===== config.mk =====
export PLATFORM = sky130hd
export DESIGN_NAME = bpc_press
export DESIGN_NICKNAME = d
export VERILOG_FILES = /design/src/sv/bpc_pkg.sv /design/src/sv/bpc_press.sv
export SDC_FILE = /design/constraint.sdc
export NUM_CORES = 2
export LEC_CHECK = 0
export BUFFER_PORTS_ARGS = -buffer_cell sky130_fd_sc_hd__buf_2
export CORE_MARGIN = 3
export CORE_UTILIZATION = 25
export CTS_BUF_LIST = sky130_fd_sc_hd__clkbuf_4
export CTS_CLUSTER_DIAMETER = 100
export CTS_CLUSTER_SIZE = 40
export DETAILED_ROUTE_END_ITERATION = 7
export GPL_TIMING_DRIVEN = 0
export HOLD_SLACK_MARGIN = 0.1
export PLACE_DENSITY_LB_ADDON = 0.05
export RECOVER_POWER = 25
export SLEW_MARGIN = 20
export SYNTH_ARGS = -nofsm -noshare
export SYNTH_HDL_FRONTEND = slang
export SYNTH_SLANG_ARGS = --single-unit

===== constraint.sdc =====
create_clock -name clk -period 8.8 [get_ports clk]
set_input_delay 0.44 -clock clk [delete_from_list [all_inputs] [get_ports clk]]
set_output_delay 0.44 -clock clk [all_outputs]
set_load 0.02 [all_outputs]

===== src/sv/bpc_pkg.sv =====
// Shared types and constants for the barometric compensation pipeline.
// No dependencies; every other file imports this package.
package bpc_pkg;

	// configuration port
	localparam int CFG_IDX_W = 4;

	typedef enum logic [CFG_IDX_W-1:0] {
		REG_C1    = 4'd0,
		REG_C2    = 4'd1,
		REG_C3    = 4'd2,
		REG_C4    = 4'd3,
		REG_C5    = 4'd4,
		REG_C6    = 4'd5,
		REG_C7    = 4'd6,
		REG_SHAPE = 4'd7
	} cfg_reg_t;

	// calibration set as seen by the datapath (shift bytes already clamped)
	typedef struct packed {
		logic [15:0] c1;
		logic [15:0] c2;
		logic [15:0] c3;
		logic [15:0] c4;
		logic [15:0] c5;
		logic [15:0] c6;
		logic [15:0] c7;
		logic [7:0]  a;
		logic [7:0]  b;
		logic [3:0]  c;
		logic [3:0]  d;
	} coef_t;

	// datapath widths (Q16 values, signed)
	localparam int X_W        = 17;          // raw temp minus C5
	localparam int SQ_W       = 32;          // X*X
	localparam int SQZ_W      = 40;          // X*X*Z
	localparam int DUT_W      = 44;          // dUT
	localparam int DUT_SPLIT  = 22;          // low half of dUT for partial products
	localparam int PP_W       = 40;          // 22-bit x 17-bit partial product
	localparam int MP_W       = 62;          // recombined dUT x coefficient
	localparam int T_W        = 46;          // temperature, Q16
	localparam int SENS_W     = 51;          // sensitivity, Q16
	localparam int SENS_SPLIT = 25;          // low part of SENS for partial products
	localparam int OFF_W      = 49;          // offset, Q16
	localparam int Q_W        = 43;          // 26-bit x 17-bit partial product
	localparam int PSUM_W     = 68;          // SENS x (D1 - 7168)
	localparam int X2_W       = 55;
	localparam int X10_W      = 59;          // X2 * 10
	localparam int P_W        = 55;          // pressure, Q16
	localparam int TI_W       = T_W - 16;    // whole tenths of degC
	localparam int PI_W       = P_W - 16;    // whole tenths of hPa

	localparam logic signed [16:0]    PRESS_BIAS = 17'sd7168;
	localparam logic signed [16:0]    OFF_BIAS   = 17'sd1024;
	localparam logic signed [T_W-1:0] TEMP_BASE  = 46'sd16384000;   // 250.0 in Q16

	localparam int PIPE_DEPTH = 11;
	localparam int INF_W      = 4;           // holds 0..PIPE_DEPTH

endpackage


===== src/sv/bpc_press.sv =====
// Stages 8-11: SENS x (D1 - 7168) as split partial products, pressure,
// flooring to tenths, saturation and the output register. Depends on bpc_pkg.
module bpc_press
	import bpc_pkg::*;
(
	input  logic                     clk,
	input  logic                     arst_n,
	input  coef_t                    coef,
	input  logic                     in_vld,
	output logic                     in_rdy,
	input  logic signed [T_W-1:0]    t,
	input  logic signed [SENS_W-1:0] sens,
	input  logic signed [OFF_W-1:0]  off,
	input  logic signed [16:0]       d1b,
	output logic                     out_vld,
	input  logic                     out_rdy,
	output logic [15:0]              temp_tenths,
	output logic [15:0]              press_tenths,
	output logic                     sat
);

	logic vld_s8, vld_s9, vld_s10, vld_s11;
	logic adv_s8, adv_s9, adv_s10, adv_s11;

	logic signed [Q_W-1:0]   ql_s8, qh_s8;
	logic signed [T_W-1:0]   t_s8, t_s9;
	logic signed [OFF_W-1:0] off_s8;
	logic signed [X2_W-1:0]  x2_s9;
	logic signed [P_W-1:0]   p_s10;
	logic signed [TI_W-1:0]  ti_s10;
	logic [15:0]             temp_s11, press_s11;
	logic                    sat_s11;

	logic signed [SENS_SPLIT:0]          sens_lo;
	logic signed [SENS_W-SENS_SPLIT-1:0] sens_hi;
	logic signed [PSUM_W-1:0]            psum;
	logic signed [X10_W-1:0]             x10;
	logic signed [PI_W-1:0]              pi;
	logic                                t_hi, t_lo, p_hi, p_lo;
	logic [15:0]                         temp_c, press_c;

	assign adv_s11 = ~vld_s11 | out_rdy;
	assign adv_s10 = ~vld_s10 | adv_s11;
	assign adv_s9  = ~vld_s9 | adv_s10;
	assign adv_s8  = ~vld_s8 | adv_s9;
	assign in_rdy  = adv_s8;

	always_ff @(posedge clk or negedge arst_n) begin
		if (!arst_n) begin
			vld_s8  <= 1'b0;
			vld_s9  <= 1'b0;
			vld_s10 <= 1'b0;
			vld_s11 <= 1'b0;
		end else begin
			if (adv_s8)  vld_s8  <= in_vld;
			if (adv_s9)  vld_s9  <= vld_s8;
			if (adv_s10) vld_s10 <= vld_s9;
			if (adv_s11) vld_s11 <= vld_s10;
		end
	end

	always_comb begin
		sens_lo = signed'({1'b0, sens[SENS_SPLIT-1:0]});
		sens_hi = sens[SENS_W-1:SENS_SPLIT];
		psum    = (PSUM_W'(qh_s8) <<< SENS_SPLIT) + PSUM_W'(ql_s8);
		x10     = (X10_W'(x2_s9) <<< 3) + (X10_W'(x2_s9) <<< 1);
		pi      = p_s10[P_W-1:16];
		// clamp checks: upper bits must all match the sign of the field
		t_hi    = ~ti_s10[TI_W-1] & (|ti_s10[TI_W-2:15]);
		t_lo    = ti_s10[TI_W-1] & ~(&ti_s10[TI_W-2:15]);
		p_lo    = pi[PI_W-1];
		p_hi    = ~pi[PI_W-1] & (|pi[PI_W-2:16]);
		if (t_hi)
			temp_c = 16'h7FFF;
		else if (t_lo)
			temp_c = 16'h8000;
		else
			temp_c = ti_s10[15:0];
		if (p_hi)
			press_c = 16'hFFFF;
		else if (p_lo)
			press_c = 16'h0000;
		else
			press_c = pi[15:0];
	end

	always_ff @(posedge clk) begin
		if (adv_s8) begin
			ql_s8  <= sens_lo * d1b;
			qh_s8  <= sens_hi * d1b;
			t_s8   <= t;
			off_s8 <= off;
		end
		if (adv_s9) begin
			x2_s9 <= X2_W'(psum >>> 14) - X2_W'(off_s8);
			t_s9  <= t_s8;
		end
		if (adv_s10) begin
			p_s10  <= P_W'(x10 >>> 5) + P_W'(signed'({1'b0, coef.c7, 16'h0000}));
			ti_s10 <= TI_W'(t_s9 >>> 16);
		end
		if (adv_s11) begin
			temp_s11  <= temp_c;
			press_s11 <= press_c;
			sat_s11   <= t_hi | t_lo | p_hi | p_lo;
		end
	end

	assign out_vld      = vld_s11;
	assign temp_tenths  = temp_s11;
	assign press_tenths = press_s11;
	assign sat          = sat_s11;

endmodule


; ---- Word level (Yosys, flattened, before mapping)
; Cells that the tools add are included.
[op_classes]
n_addsub = 4
multipliers = 2
mux = 2
bitwise = 17
reduce_logical = 3
[ops]
columns = op, count
row1 = 26-bit by 17-bit multiplier with 43-bit output, 2
row2 = 68-bit by 43-bit adder with 68-bit output, 1
row3 = 58-bit by 56-bit adder with 59-bit output, 1
row4 = 54-bit by 33-bit adder with 55-bit output, 1
row5 = 54-bit by 49-bit subtractor with 55-bit output, 1
row6 = 16-bit 2-to-1 mux, 2
row7 = 22-bit OR reduction, 1
row8 = 14-bit AND reduction, 1
row9 = 14-bit OR reduction, 1
row10 = 1-bit NOT, 7
row11 = 1-bit bitwise OR, 7
row12 = 1-bit AND, 3
[totals]
regBits = 404
inputBits = 303
out_inout_bits = 35

; ---- Logic depth before layout (Yosys ltp)
[depth]
depth_word = 6
ltp_mapped = 28

; ---- Least setup slack after synthesis
; Ideal clock, no wire load.
[synth_timing]
kind = flip-flop to flip-flop
startpoint = reg vld_s11 (netlist: out_vld)
endpoint = reg off_s8[0], enable pin
setup_ns = 2.024
arrival_time_ns = 5.033
path_slack_ns = 1.743
stages_incl_launch_ff = 3
path_buffers = 0
synth_period_minus_slack_ns = 7.057
cell_sequence = dfrtp_1 > nor2b_1 > nand4_1
[synth_via]
elab_chain_len = 5
[synth_rtl]
columns = element, line
row1 = from (decl), bpc_press.sv:22  ; logic vld_s8, vld_s9, vld_s10, vld_s11;
row2 = from (signal assigned), bpc_press.sv:58  ; if (adv_s11) vld_s11 <= vld_s10;
row3 = 1-bit NOT, bpc_press.sv:42  ; assign adv_s11 = ~vld_s11 | out_rdy;
row4 = 1-bit bitwise OR, bpc_press.sv:42
row5 = 1-bit bitwise OR, bpc_press.sv:43  ; assign adv_s10 = ~vld_s10 | adv_s11;
row6 = 1-bit bitwise OR, bpc_press.sv:44  ; assign adv_s9 = ~vld_s9 | adv_s10;
row7 = 1-bit bitwise OR, bpc_press.sv:45  ; assign adv_s8 = ~vld_s8 | adv_s9;
row8 = net in_rdy, bpc_press.sv:10  ; output logic in_rdy,
row9 = to (signal assigned), bpc_press.sv:92  ; off_s8 <= off;
row10 = to (decl), bpc_press.sv:27  ; logic signed [OFF_W-1:0] off_s8;
; The timed path passes the listed nets, and every way through them passes these cells.
; A chain may end at the register's enable or synchronous reset.

; ---- Final worst setup path
[layout_timing]
startpoint = in d1b[2]
endpoint = reg ql_s8[41] (data pin)
[layout_via]
elab_chain_len = 1
[layout_rtl]
columns = element, line
row1 = from (decl), bpc_press.sv:14  ; input logic signed [16:0] d1b,
row2 = 26-bit by 17-bit multiplier with 43-bit output, bpc_press.sv:89  ; ql_s8 <= sens_lo * d1b;
row3 = to (signal assigned), bpc_press.sv:89
row4 = to (decl), bpc_press.sv:25  ; logic signed [Q_W-1:0] ql_s8, qh_s8;
; Every way passes these cells.

==> results_dict.tcl <==
set metrics [dict create \
    status "complete, but fails checks" \
    violations "max-capacitance violations, max-slew violations" \
    synth_fa_ha_area_frac 0.4257 \
    clk_pin_slew_ns 0.33 \
    synth_seq_cells 342 \
    num_vias 34740 \
    synth_ff_type "edfxtp_1" \
    r2r.worst_path.cells 26 \
    slew_violations 37 \
    synth_edf_count 338 \
    worst_slack_ns 0.1035 \
    cts_htree_levels 1 \
    post_cts_buffers 0 \
    worstHoldStart "off[16]" \
    grt_pass1_vias 38180 \
    synth.most_common_cell "inv_1" \
    ios 338 \
    syn_to_final_growth_pct 12.92 \
    clockRootBuffer "clkbuf_4" \
    drt_iter0_drc 1507 \
    critPathCapture "ql_s8[41]$_DFFE_PP_" \
    wl_mm 170.4 \
    synth_compound_area_frac 0.09115 \
    ff2ff_setup_slack_ns 2.04 \
    crit_start "d1b[2]" \
    syn_nets 6448 \
    place_congestion 0.8155 \
    tightest_slew_ns 2.337 \
    dr.pass1.iters 6 \
    port_buffers 196 \
    synth-xor-area-share 0.03952 \
    synth_top_area_frac 0.3205 \
    dieArea_mm2 0.1995 \
    cap_violations 1 \
    min_period_over_period 0.9882 \
    synthDistinctLibCells 84 \
    synthMuxAreaShare 0.001340 \
    yosysSeqAreaShare 0.2112 \
    grt_pass1_wl_mm 254.1 \
    synth-simple-area-share 0.1440 \
    avgSynthCellArea_um2 9.786 \
    relSlewSlack -0.5583 \
    required_ns 9.34 \
    reg2reg_to "x2_s9[53]$_DFFE_PP_" \
    finalSetupViolCount 0 \
    yosysWarnings 0 \
    drc_errors 0 \
    nNetsFinal 6828 \
    async_reset_ff_frac 0.01170 \
    start_util 0.2518 \
    grt_overflow_total 0 \
    hpwl_mm 142.2 \
    clkSinkCount 342 \
    syn-cell-area_mm2 0.04854 \
    die_h_um 446.6 \
    synth_top_family_by_area "adder cells" \
    grt_max_degree 46 \
    cts_tree "done" \
    routedWlPerCell_um 21.60 \
    path_class "in -> reg" \
    ant_nets 0 \
    layout-drive-gt1-share 0.05830 \
    rows 161 \
    synthCells 4960 \
    arrival_ns 9.23 \
    die_w_um 446.6 \
    hp-class "in -> reg" \
    r2r_start "ql_s8[25]$_DFFE_PP_" \
    critPathLaunchType "input port" \
    period_needed_ns 8.697 \
    synthTopCellsByCount "inv_1, fa_1, nand2_1, ha_1, and2_1" \
    antenna_found_initial 31 \
    clock-skew-final_ns 0.1459 \
    synth.largest_area_cell "fa_1" \
    viasPerCell 4.406 \
    dp_slack_ns -0.8088 \
    insertion_delay_ns 0.92 \
    cts-buffers-inserted 18 \
    crit_fanout 10 \
    placeableCoreArea_mm2 0.1928 \
    grt_usage 0.1724 \
    synth_area_leaders "fa_1, edfxtp_1, ha_1" \
    fmax_ghz 0.1150 \
    worstSetupEndpointType "flip-flop" \
    hold_viol 0 \
    cts_buffer_depth 3 \
]
==> metrics by stage <==
| stage | cells | TNS [ns] | utilization | cell area, µm² | hold slack [ns] |
|---|---|---|---|---|---|
| finish | 7886 | 0 | 0.2843 | 54810 | 0.2674 |
| global route | 7881 | -0.008817 | 0.2842 | 54800 | 0.1518 |
| CTS | 7878 | 0 | 0.2845 | 54850 | 0.1018 |
| detailed placement | 7705 | -7.159 | 0.2751 | 53030 | 0.2515 |
| global placement | 7682 | -400.79 | 0.2733 | 52680 | 0.2517 |
| floorplan | 4960 | 0 | - | 48540 | 0.1444 |
==> layout make-up <==
class	instances	area, µm²
buffer	186	762.0
multi-input combinational	3499	34080
antenna	8	20.02
clock inverter	12	251.5
clock buffer	20	150.1
inverter	933	3502
timing repair buffer	360	2633
fill	20630	138000
tap	2526	3161
sequential	342	10250
==> cell usage in the layout (no fill, tap or decap), types with 12 or more instances in the layout <==
master and count:
nor4_1 12, or2_2 13, edfxtp_1 338, nor3_1 28, a21o_1 114, clkbuf_2 22, nor2_1 162, o21bai_1 50
nand2_1 554, nor2b_1 26, o21ai_0 91, clkbuf_4 20, and3_1 33, dlygate4sd3_1 141, a31oi_1 17, buf_2 197
clkbuf_1 164, nand3_1 52, xor2_1 67, or3_1 15, xnor2_1 152, inv_1 932, nand2b_1 43, buf_6 18
a21oi_1 243, a211oi_1 13, ha_1 408, and2_1 389, o21a_1 33, nand4_1 43, fa_1 777
==> flip-flops by register name, indices dropped and copies added, names as in the netlist <==
signal / flops
x2_s9: 55
off_s8: 49
qh_s8: 43
p_s10: 39
t_s8: 30
t_s9: 30
ti_s10: 30
ql_s8: 29
press_tenths: 16
temp_tenths: 16
out_vld: 1
sat: 1
vld_s10: 1
vld_s8: 1
vld_s9: 1
==> routing by layer <==
layer / global-route usage / vias up / share of wire
li1: - / 16570 / -
met1: 0.2334 / 17540 / 0.46
met2: 0.3067 / 542 / 0.49
met3: 0.01079 / 93 / 0.027
met4: 0.02730 / 2 / 0.017
met5: 0 / - / 0.000041
==> worst min-delay path by stage <==
stage	endpoint	slack (ns)	cells after the start
final	off_s8[16]$_DFFE_PP_	0.27	2
after global routing	t_s8[37]$_DFFE_PP_	0.15	2
after CTS	t_s8[37]$_DFFE_PP_	0.10	2
after detailed placement	out_vld$_DFFE_PN0P_	0.25	1
after global placement	out_vld$_DFFE_PN0P_	0.25	1
after floorplan	out_vld$_DFFE_PN0P_	0.14	0
==> worst max-delay path, cell delays in order <==
cell and delay (ns):
clkbuf_1 0.46, clkdlybuf4s15_1 0.87, nand2_1 0.19, fa_1 0.60, fa_1 0.60, fa_1 0.45
fa_1 0.57, inv_1 0.05, fa_1 0.47, inv_1 0.05, fa_1 0.48, inv_1 0.05
ha_1 0.29, and3_1 0.18, o31ai_1 0.11, o21ai_0 0.44, o41a_1 0.31, a21o_1 0.26
nand2_1 0.14, a311oi_1 0.85, a31o_2 0.32, a21o_1 0.21, a31oi_1 0.14, xnor2_1 0.66
==> cell families (layout without fill, tap and decap cells) <==
family	Yosys count	count (layout)
fa+ha+maj	1185	1185
buf+inv	1119	1511
simple gates	1405	1405
flops	342	342
mux	6	6
xor+xnor	219	219
compound gates	684	684
other cells	0	8
==> timing repair <==
action | 4_1_cts | 5_1_grt
setup endpoints to repair | 0 | 2
endpoints found under the hold margin | 115 | 0
resized for setup | 0 | 5
hold buffers | 141 | 0
Power is not shown: default switching activity piles up to over one toggle a cycle in this logic, so the estimate is an artifact.
