## config.mk

```make
export PLATFORM = sky130hd
export DESIGN_NAME = bpc_dut
export DESIGN_NICKNAME = d
export VERILOG_FILES = /design/src/sv/bpc_pkg.sv /design/src/sv/bpc_dut.sv
export SDC_FILE = /design/constraint.sdc
export NUM_CORES = 2
export LEC_CHECK = 0
export ABC_AREA = 1
export ABC_CLOCK_PERIOD_IN_PS = 7870
export BUFFER_PORTS_ARGS = -buffer_cell sky130_fd_sc_hd__buf_2
export CAP_MARGIN = 25
export CORE_AREA = 2 2 201 252
export DETAILED_ROUTE_END_ITERATION = 16
export DIE_AREA = 0 0 203 254
export HOLD_SLACK_MARGIN = 0.03
export PLACE_DENSITY = 0.82
export SYNTH_ARGS = -nofsm -noshare
export SYNTH_HDL_FRONTEND = slang
export SYNTH_SLANG_ARGS = --single-unit
```

## constraint.sdc

```tcl
create_clock -name clk -period 7.87 [get_ports clk]
set_input_delay 1.574 -clock clk [delete_from_list [all_inputs] [get_ports clk]]
set_output_delay 1.574 -clock clk [all_outputs]
set_load 0.01 [all_outputs]
```

## src/sv/bpc_pkg.sv

```systemverilog
// Shared types and constants for the barometric compensation pipeline.
// No dependencies; every other file imports this package.
package bpc_pkg;

	// configuration port
	localparam int CFG_IDX_W = 4;

	typedef enum logic [CFG_IDX_W-1:0] {
		REG_C1    = 4'd0,
		REG_C2    = 4'd1,
		REG_C3    = 4'd2,
		REG_C4    = 4'd3,
		REG_C5    = 4'd4,
		REG_C6    = 4'd5,
		REG_C7    = 4'd6,
		REG_SHAPE = 4'd7
	} cfg_reg_t;

	// calibration set as seen by the datapath (shift bytes already clamped)
	typedef struct packed {
		logic [15:0] c1;
		logic [15:0] c2;
		logic [15:0] c3;
		logic [15:0] c4;
		logic [15:0] c5;
		logic [15:0] c6;
		logic [15:0] c7;
		logic [7:0]  a;
		logic [7:0]  b;
		logic [3:0]  c;
		logic [3:0]  d;
	} coef_t;

	// datapath widths (Q16 values, signed)
	localparam int X_W        = 17;          // raw temp minus C5
	localparam int SQ_W       = 32;          // X*X
	localparam int SQZ_W      = 40;          // X*X*Z
	localparam int DUT_W      = 44;          // dUT
	localparam int DUT_SPLIT  = 22;          // low half of dUT for partial products
	localparam int PP_W       = 40;          // 22-bit x 17-bit partial product
	localparam int MP_W       = 62;          // recombined dUT x coefficient
	localparam int T_W        = 46;          // temperature, Q16
	localparam int SENS_W     = 51;          // sensitivity, Q16
	localparam int SENS_SPLIT = 25;          // low part of SENS for partial products
	localparam int OFF_W      = 49;          // offset, Q16
	localparam int Q_W        = 43;          // 26-bit x 17-bit partial product
	localparam int PSUM_W     = 68;          // SENS x (D1 - 7168)
	localparam int X2_W       = 55;
	localparam int X10_W      = 59;          // X2 * 10
	localparam int P_W        = 55;          // pressure, Q16
	localparam int TI_W       = T_W - 16;    // whole tenths of degC
	localparam int PI_W       = P_W - 16;    // whole tenths of hPa

	localparam logic signed [16:0]    PRESS_BIAS = 17'sd7168;
	localparam logic signed [16:0]    OFF_BIAS   = 17'sd1024;
	localparam logic signed [T_W-1:0] TEMP_BASE  = 46'sd16384000;   // 250.0 in Q16

	localparam int PIPE_DEPTH = 11;
	localparam int INF_W      = 4;           // holds 0..PIPE_DEPTH

endpackage

```

## src/sv/bpc_dut.sv

```systemverilog
// Stages 1-4: temperature difference, square term and dUT.
// Depends on bpc_pkg.
module bpc_dut
	import bpc_pkg::*;
(
	input  logic                    clk,
	input  logic                    arst_n,
	input  coef_t                   coef,
	input  logic                    in_vld,
	output logic                    in_rdy,
	input  logic [15:0]             d2,
	input  logic [15:0]             d1,
	output logic                    out_vld,
	input  logic                    out_rdy,
	output logic signed [DUT_W-1:0] dut,
	output logic signed [16:0]      d1b
);

	logic vld_s1, vld_s2, vld_s3, vld_s4;
	logic adv_s1, adv_s2, adv_s3, adv_s4;

	logic signed [X_W-1:0]   x_s1, x_s2, x_s3;
	logic [7:0]              z_s1, z_s2;
	logic signed [16:0]      d1b_s1, d1b_s2, d1b_s3, d1b_s4;
	logic [SQ_W-1:0]         sq_s2;
	logic [SQZ_W-1:0]        sqz_s3;
	logic signed [DUT_W-1:0] dut_s4;

	logic signed [2*X_W-1:0] xx;
	logic [SQZ_W+1:0]        sqz_sh;
	logic signed [DUT_W-1:0] x_q16;

	// bubble-collapsing advance chain
	assign adv_s4 = ~vld_s4 | out_rdy;
	assign adv_s3 = ~vld_s3 | adv_s4;
	assign adv_s2 = ~vld_s2 | adv_s3;
	assign adv_s1 = ~vld_s1 | adv_s2;
	assign in_rdy = adv_s1;

	always_ff @(posedge clk or negedge arst_n) begin
		if (!arst_n) begin
			vld_s1 <= 1'b0;
			vld_s2 <= 1'b0;
			vld_s3 <= 1'b0;
			vld_s4 <= 1'b0;
		end else begin
			if (adv_s1) vld_s1 <= in_vld;
			if (adv_s2) vld_s2 <= vld_s1;
			if (adv_s3) vld_s3 <= vld_s2;
			if (adv_s4) vld_s4 <= vld_s3;
		end
	end

	always_comb begin
		xx     = x_s1 * x_s1;
		sqz_sh = {sqz_s3, 2'b00} >> coef.c;
		x_q16  = DUT_W'(x_s3) <<< 16;
	end

	always_ff @(posedge clk) begin
		if (adv_s1) begin
			x_s1   <= signed'({1'b0, d2}) - signed'({1'b0, coef.c5});
			z_s1   <= (d2 < coef.c5) ? coef.b : coef.a;
			d1b_s1 <= signed'({1'b0, d1}) - PRESS_BIAS;
		end
		if (adv_s2) begin
			sq_s2  <= xx[SQ_W-1:0];   // X*X < 2^32
			x_s2   <= x_s1;
			z_s2   <= z_s1;
			d1b_s2 <= d1b_s1;
		end
		if (adv_s3) begin
			sqz_s3 <= sq_s2 * z_s2;
			x_s3   <= x_s2;
			d1b_s3 <= d1b_s2;
		end
		if (adv_s4) begin
			dut_s4 <= x_q16 - signed'(DUT_W'(sqz_sh));
			d1b_s4 <= d1b_s3;
		end
	end

	assign out_vld = vld_s4;
	assign dut     = dut_s4;
	assign d1b     = d1b_s4;

endmodule

```

# ---- Word-level counts from Yosys, hierarchy flattened
# Cells that the tools add are included.
dict set report word_totals {
  reg_bits 255
  input_bits 172
  out_inout_bits 63
  elab_cells 32
}
dict set report classes {
  addsub 3
  mul 2
  magnitude_cmp 1
  shifts 1
  muxes 1
  n_bitwise 8
}
# operator count
set ops {}
lappend ops {{$sub 33x43->44} 1}
lappend ops {{$shr 42x4->42} 1}
lappend ops {{$mul 32x8->40} 1}
lappend ops {{$mul 17x17->32} 1}
lappend ops {{$sub 16x13->17 const B} 1}
lappend ops {{$sub 16x16->17} 1}
lappend ops {{$lt 16x16->1} 1}
lappend ops {{$mux 8} 1}
lappend ops {{$not 1->1} 4}
lappend ops {{$or 1x1->1} 4}

# ---- Depth between registers and ports, before layout
dict set report depth {
  word_depth 5
  depth_mapped 27
  ltp_nobuf 25
}

# ---- Worst setup path after synthesis
# OpenSTA, ideal clock, no wires.
dict set report synth_path {
  path_kind {input-to-output}
  startpoint {input out_rdy}
  endpoint {output in_rdy}
  arrival_ns 5.662
  required_ns 6.296
  setup_slack_ns 0.634
  cell_stages 6
  path_buffers 0
  path_cell_list {nor2_1 > inv_1 > nor2_1 > inv_1 > nor2_1 > nand2_1}
}
dict set report synth_between {
  elab_chain_cells 4
}
# item line
set synth_lines {}
lappend synth_lines {{start: declaration} bpc_dut.sv:14} ;# input logic out_rdy,
lappend synth_lines {{$or 1x1->1} bpc_dut.sv:34} ;# assign adv_s4 = ~vld_s4 | out_rdy;
lappend synth_lines {{net adv_s4} bpc_dut.sv:20} ;# logic adv_s1, adv_s2, adv_s3, adv_s4;
lappend synth_lines {{$or 1x1->1} bpc_dut.sv:35} ;# assign adv_s3 = ~vld_s3 | adv_s4;
lappend synth_lines {{net adv_s3} bpc_dut.sv:20}
lappend synth_lines {{$or 1x1->1} bpc_dut.sv:36} ;# assign adv_s2 = ~vld_s2 | adv_s3;
lappend synth_lines {{$or 1x1->1} bpc_dut.sv:37} ;# assign adv_s1 = ~vld_s1 | adv_s2;
lappend synth_lines {{end: declaration} bpc_dut.sv:10} ;# output logic in_rdy,
# The timed path passes the listed nets, and every way through them passes these cells.

# ---- Final worst setup path
dict set report layout_path {
  startpoint {register x_s1[16]}
  endpoint {register sq_s2[30] (data pin)}
}
dict set report layout_between {
  elab_chain_cells 1
}
# item line
set layout_lines {}
lappend layout_lines {{start: declaration} bpc_dut.sv:22} ;# logic signed [X_W-1:0] x_s1, x_s2, x_s3;
lappend layout_lines {{start signal: assignment} bpc_dut.sv:62} ;# x_s1 <= signed'({1'b0, d2}) - signed'({1'b0, coef.c5});
lappend layout_lines {{$mul 17x17->32} bpc_dut.sv:55} ;# xx = x_s1 * x_s1;
lappend layout_lines {{net xx[30]} bpc_dut.sv:29} ;# logic signed [2*X_W-1:0] xx;
lappend layout_lines {{end signal: assignment} bpc_dut.sv:67} ;# sq_s2 <= xx[SQ_W-1:0];
lappend layout_lines {{end: declaration} bpc_dut.sv:25} ;# logic [SQ_W-1:0] sq_s2;
# The timed path passes the listed nets, and every way through them passes these cells.
# A chain may end at the register's enable or synchronous reset.

==> metrics list <==
* Count of cells along the worst hold path: 0
- The synthesized netlist occupies a cell area of 30700 sq um.
- Across the run, the number of max-cap violations was 0.
- The routed layout has 24200 vias.
* Number of post-CTS setup repair buffers: 0
- Leaving out fill and tap cells, the most frequent cell in the layout is sky130_fd_sc_hd__nand2_1.
- Number of buffers created by CTS: 26
* CP arrival: 6.87 ns
- For the worst flop-to-flop path, the logic depth is 20.
- The count of buffers added on input and output ports is 134.
* Status: complete, no violations
* Headroom to the max-slew limit: a little over a third
- In the routed design, unresolved DRC markers number 0.
- CTS tree: yes
- STA classifies the critical path endpoint as a register.
* Average footprint of a synthesized cell: about 8.4 sq um
- In this run the worst hold path is classified as reg -> reg.
* Final HPWL DP: 60.6 mm
- Global routing consumed, over all layers together, ~30% of the routing resources.
- Overall overflow remaining after global route: 0
* Core box area: 49100 sq um
- Initial detailed-routing violation count: 1853
- Clock latency reported for the late side of the worst-skew pair: 0.58 ns
- Number of buffers on the longest clock path: 3
* Crit path required time: 8.27 ns
- Global-route wire length before repair: 123 mm
- Antenna violations before repair: 0
- Final layout net count: roughly 4500
- Using the TritonRoute via totals, the vias-per-cell ratio works out to 5.54.
- Ratio of final minimum period to clock period: 82.2%
* Proportion of layout cells with a drive suffix above 1: 6.07%
- For this configuration, the core starts out at a cell density of 62.5%.
- The via count of the first global-routing pass is 25100.
- In the layout the commonest cells are sky130_fd_sc_hd__nand2_1, sky130_fd_sc_hd__inv_1, sky130_fd_sc_hd__fa_1, sky130_fd_sc_hd__edfxtp_1, sky130_fd_sc_hd__nand3_1.
- Synthesis handed over a netlist of 3644 instances.
- Number of placement rows: 91
* Count of inserted antenna diode cells: 0
- Final Routed Wirelength: 75.7 mm
- Max-slew violation total from the final report: 0
* Number of distinct library cell variants in the gate-level netlist after synthesis: 46
- Die outline height: 254 um
- Count of hold-fix buffers inserted at cts: 0
* Final TNS setup: 0 ns
- Of the synthesized area, sequential elements account for 24.7%.
- Setup violations remaining at the end of the flow were counted as 0.
- R2R setup slack: ~1.4 ns
- The path with the worst hold slack has its endpoint at d1b_s2[1].
* CTS resizes: 0
* Fin. Hold Viols: 0
- The worst setup path is launched from a register.
* Max Clock Skew: about 0.023 ns
- The startpoint identified for the worst hold timing path is d1b_s1[1].
- RSZ-0062 raised after global routing: false
- Subtracting the final worst setup slack from the clock period gives around 6.5 ns.
- Net count after synthesis: 4440
* Max frequency: ~150 MHz
* Crit path max fanout: 13
- Remaining number of nets flagged by the antenna check after routing: 0
* Largest net degree at the start of global routing: 64
* Seq cells post-synth: 253
- After clock tree synthesis, the clock-pin slew on the worst setup and hold paths is 0.07 ns.
- The startpoint identified for the worst register-to-register timing path is x_s1[16].
* YS warnings: 0
* Overall die area: 51600 sq um
* Routed wirelength normalized by instance count: 17.3 um
- CTS built an H-tree with a depth of 1.
* First-pass iteration count of the detailed router: 7
- Count of boundary I/O pins: 235
- Endpoint of the worst register-to-register path: sq_s2[30]
- Number of filler instances in the final layout: 3918
- CTS sink count: roughly 250
* Layout area overhead: 6.75%
- The die is 203 um wide.
* Final weighted congestion in routability-driven placement: just over 1
- The setup path with the least slack is of type reg -> reg.
- CTS placed an instance of sky130_fd_sc_hd__clkbuf_16 at the clock tree root.
- Worst Tran Pin Value: between 0.9 and 1 ns
cells by family (layout without fill, tap and decap cells):
| logic type | count (synthesis) | in the layout | synth area share (%) |
|---|---|---|---|
| compound gates | 340 | 340 | 6.12 |
| other cells | 2 | 2 | 0.0245 |
| simple gates | 1323 | 1323 | 17.6 |
| fa+ha+maj | 624 | 624 | 35.9 |
| xor+xnor | 112 | 112 | 3.20 |
| buf+inv | 988 | 1068 | 12.3 |
| mux | 2 | 2 | 0.0652 |
| flops | 253 | 253 | 24.7 |
critical path: stages, from the launching register on:
cell and delay, ns:
sky130_fd_sc_hd__edfxtp_1 0.65, sky130_fd_sc_hd__nand2_1 0.23, sky130_fd_sc_hd__inv_1 0.11, sky130_fd_sc_hd__fa_1 0.61, sky130_fd_sc_hd__inv_1 0.14, sky130_fd_sc_hd__fa_1 0.89
sky130_fd_sc_hd__inv_1 0.12, sky130_fd_sc_hd__fa_1 0.52, sky130_fd_sc_hd__fa_1 0.44, sky130_fd_sc_hd__fa_1 0.55, sky130_fd_sc_hd__inv_1 0.06, sky130_fd_sc_hd__fa_1 0.53
sky130_fd_sc_hd__inv_1 0.04, sky130_fd_sc_hd__ha_1 0.36, sky130_fd_sc_hd__nand2_1 0.14, sky130_fd_sc_hd__nor3_1 0.29, sky130_fd_sc_hd__nand3_1 0.11, sky130_fd_sc_hd__nand3_1 0.14
sky130_fd_sc_hd__nand2_1 0.06, sky130_fd_sc_hd__o211ai_1 0.09, sky130_fd_sc_hd__xor2_1 0.21
per-stage QoR:
step	util (%)	setup slack, ns	std cells	hold slack [ns]	cell area [sq um]
3_5_place_dp	64.8	1.43	4327	0.405	31800
3_3_place_gp	64.8	1.53	4326	0.400	31800
2_1_floorplan	-	0.634	3644	0.400	30700
5_1_grt	66.8	0.974	4375	0.423	32800
4_1_cts	66.7	1.39	4374	0.420	32700
6_report	66.8	1.40	4375	0.419	32800
layout make-up:
type                       instances  area, sq um  share of cell area (%)
clock buffer                      32          693                    2.12
tap                              651          815                    2.49
multi-input combinational       2403        19300                    59.0
inverter                         864         3240                    9.90
sequential                       253         7580                    23.1
clock inverter                    15          238                   0.726
timing repair buffer             157          863                    2.64
sequential cells by signal, indices dropped and copies added (netlist names), 8 cells and up:
| register | count |
|---|---|
| sqz_s3 | 40 |
| dut | 44 |
| x_s3 | 17 |
| d1b_s1 | 17 |
| z_s1 | 8 |
| d1b_s3 | 17 |
| x_s1 | 17 |
| x_s2 | 17 |
| sq_s2 | 30 |
| d1b | 17 |
| d1b_s2 | 17 |
| z_s2 | 8 |
synthesized netlist by cell type, drive strengths merged:
library cell  count  area (sq um)
nand2           867          3260
inv             863          3240
fa              429          8590
edfxtp          249          7480
nand3           232          1160
ha              195          2440
nor2            169           659
o21ai           135           676
a21oi           129           646
clkbuf           98           397
xor2             77           674
xnor2            35           307
buf              26           144
a31oi            18           113
nand4            17           106
nor3             16          80.1
o21bai           14           105
a21o             12          90.1
o211ai           11          82.6
or2              10          62.6
nor4              6          37.5
o21a              6          45.0
a221oi            4          35.0
dfrtp             4           100
a211oi            3          22.5
a21boi            3          22.5
and3              3          18.8
conb              2          7.51
mux2i             2          20.0
o221ai            2          17.5
a31o              1          8.76
and2              1          6.26
clkinv            1          3.75
nand3b            1          7.51
nor4b             1          8.76
o31ai             1          7.51
o41ai             1          8.76
worst max path at each step:
| stage | cells past startpoint | startpoint | slack [ns] | endpoint |
|---|---|---|---|---|
| 2_1_floorplan | 6 | out_rdy | 0.63 | in_rdy |
| 3_3_place_gp | 20 | x_s1[16] | 1.53 | sq_s2[30] |
| 3_5_place_dp | 20 | x_s1[16] | 1.43 | sq_s2[30] |
| 4_1_cts | 20 | x_s1[16] | 1.39 | sq_s2[30] |
| 5_1_grt | 20 | x_s1[16] | 0.97 | sq_s2[30] |
| 6_report | 20 | x_s1[16] | 1.40 | sq_s2[30] |
layer usage:
layer  global-route usage [%]  wire length [um]
met5                        0                 0
met4                     19.6              5540
met3                     2.80              4110
met2                     54.2             38800
met1                     34.7             27200
Power is left out: the tool's default activity adds up to more than one toggle a clock period on the data nets, which glitch-free logic cannot reach.
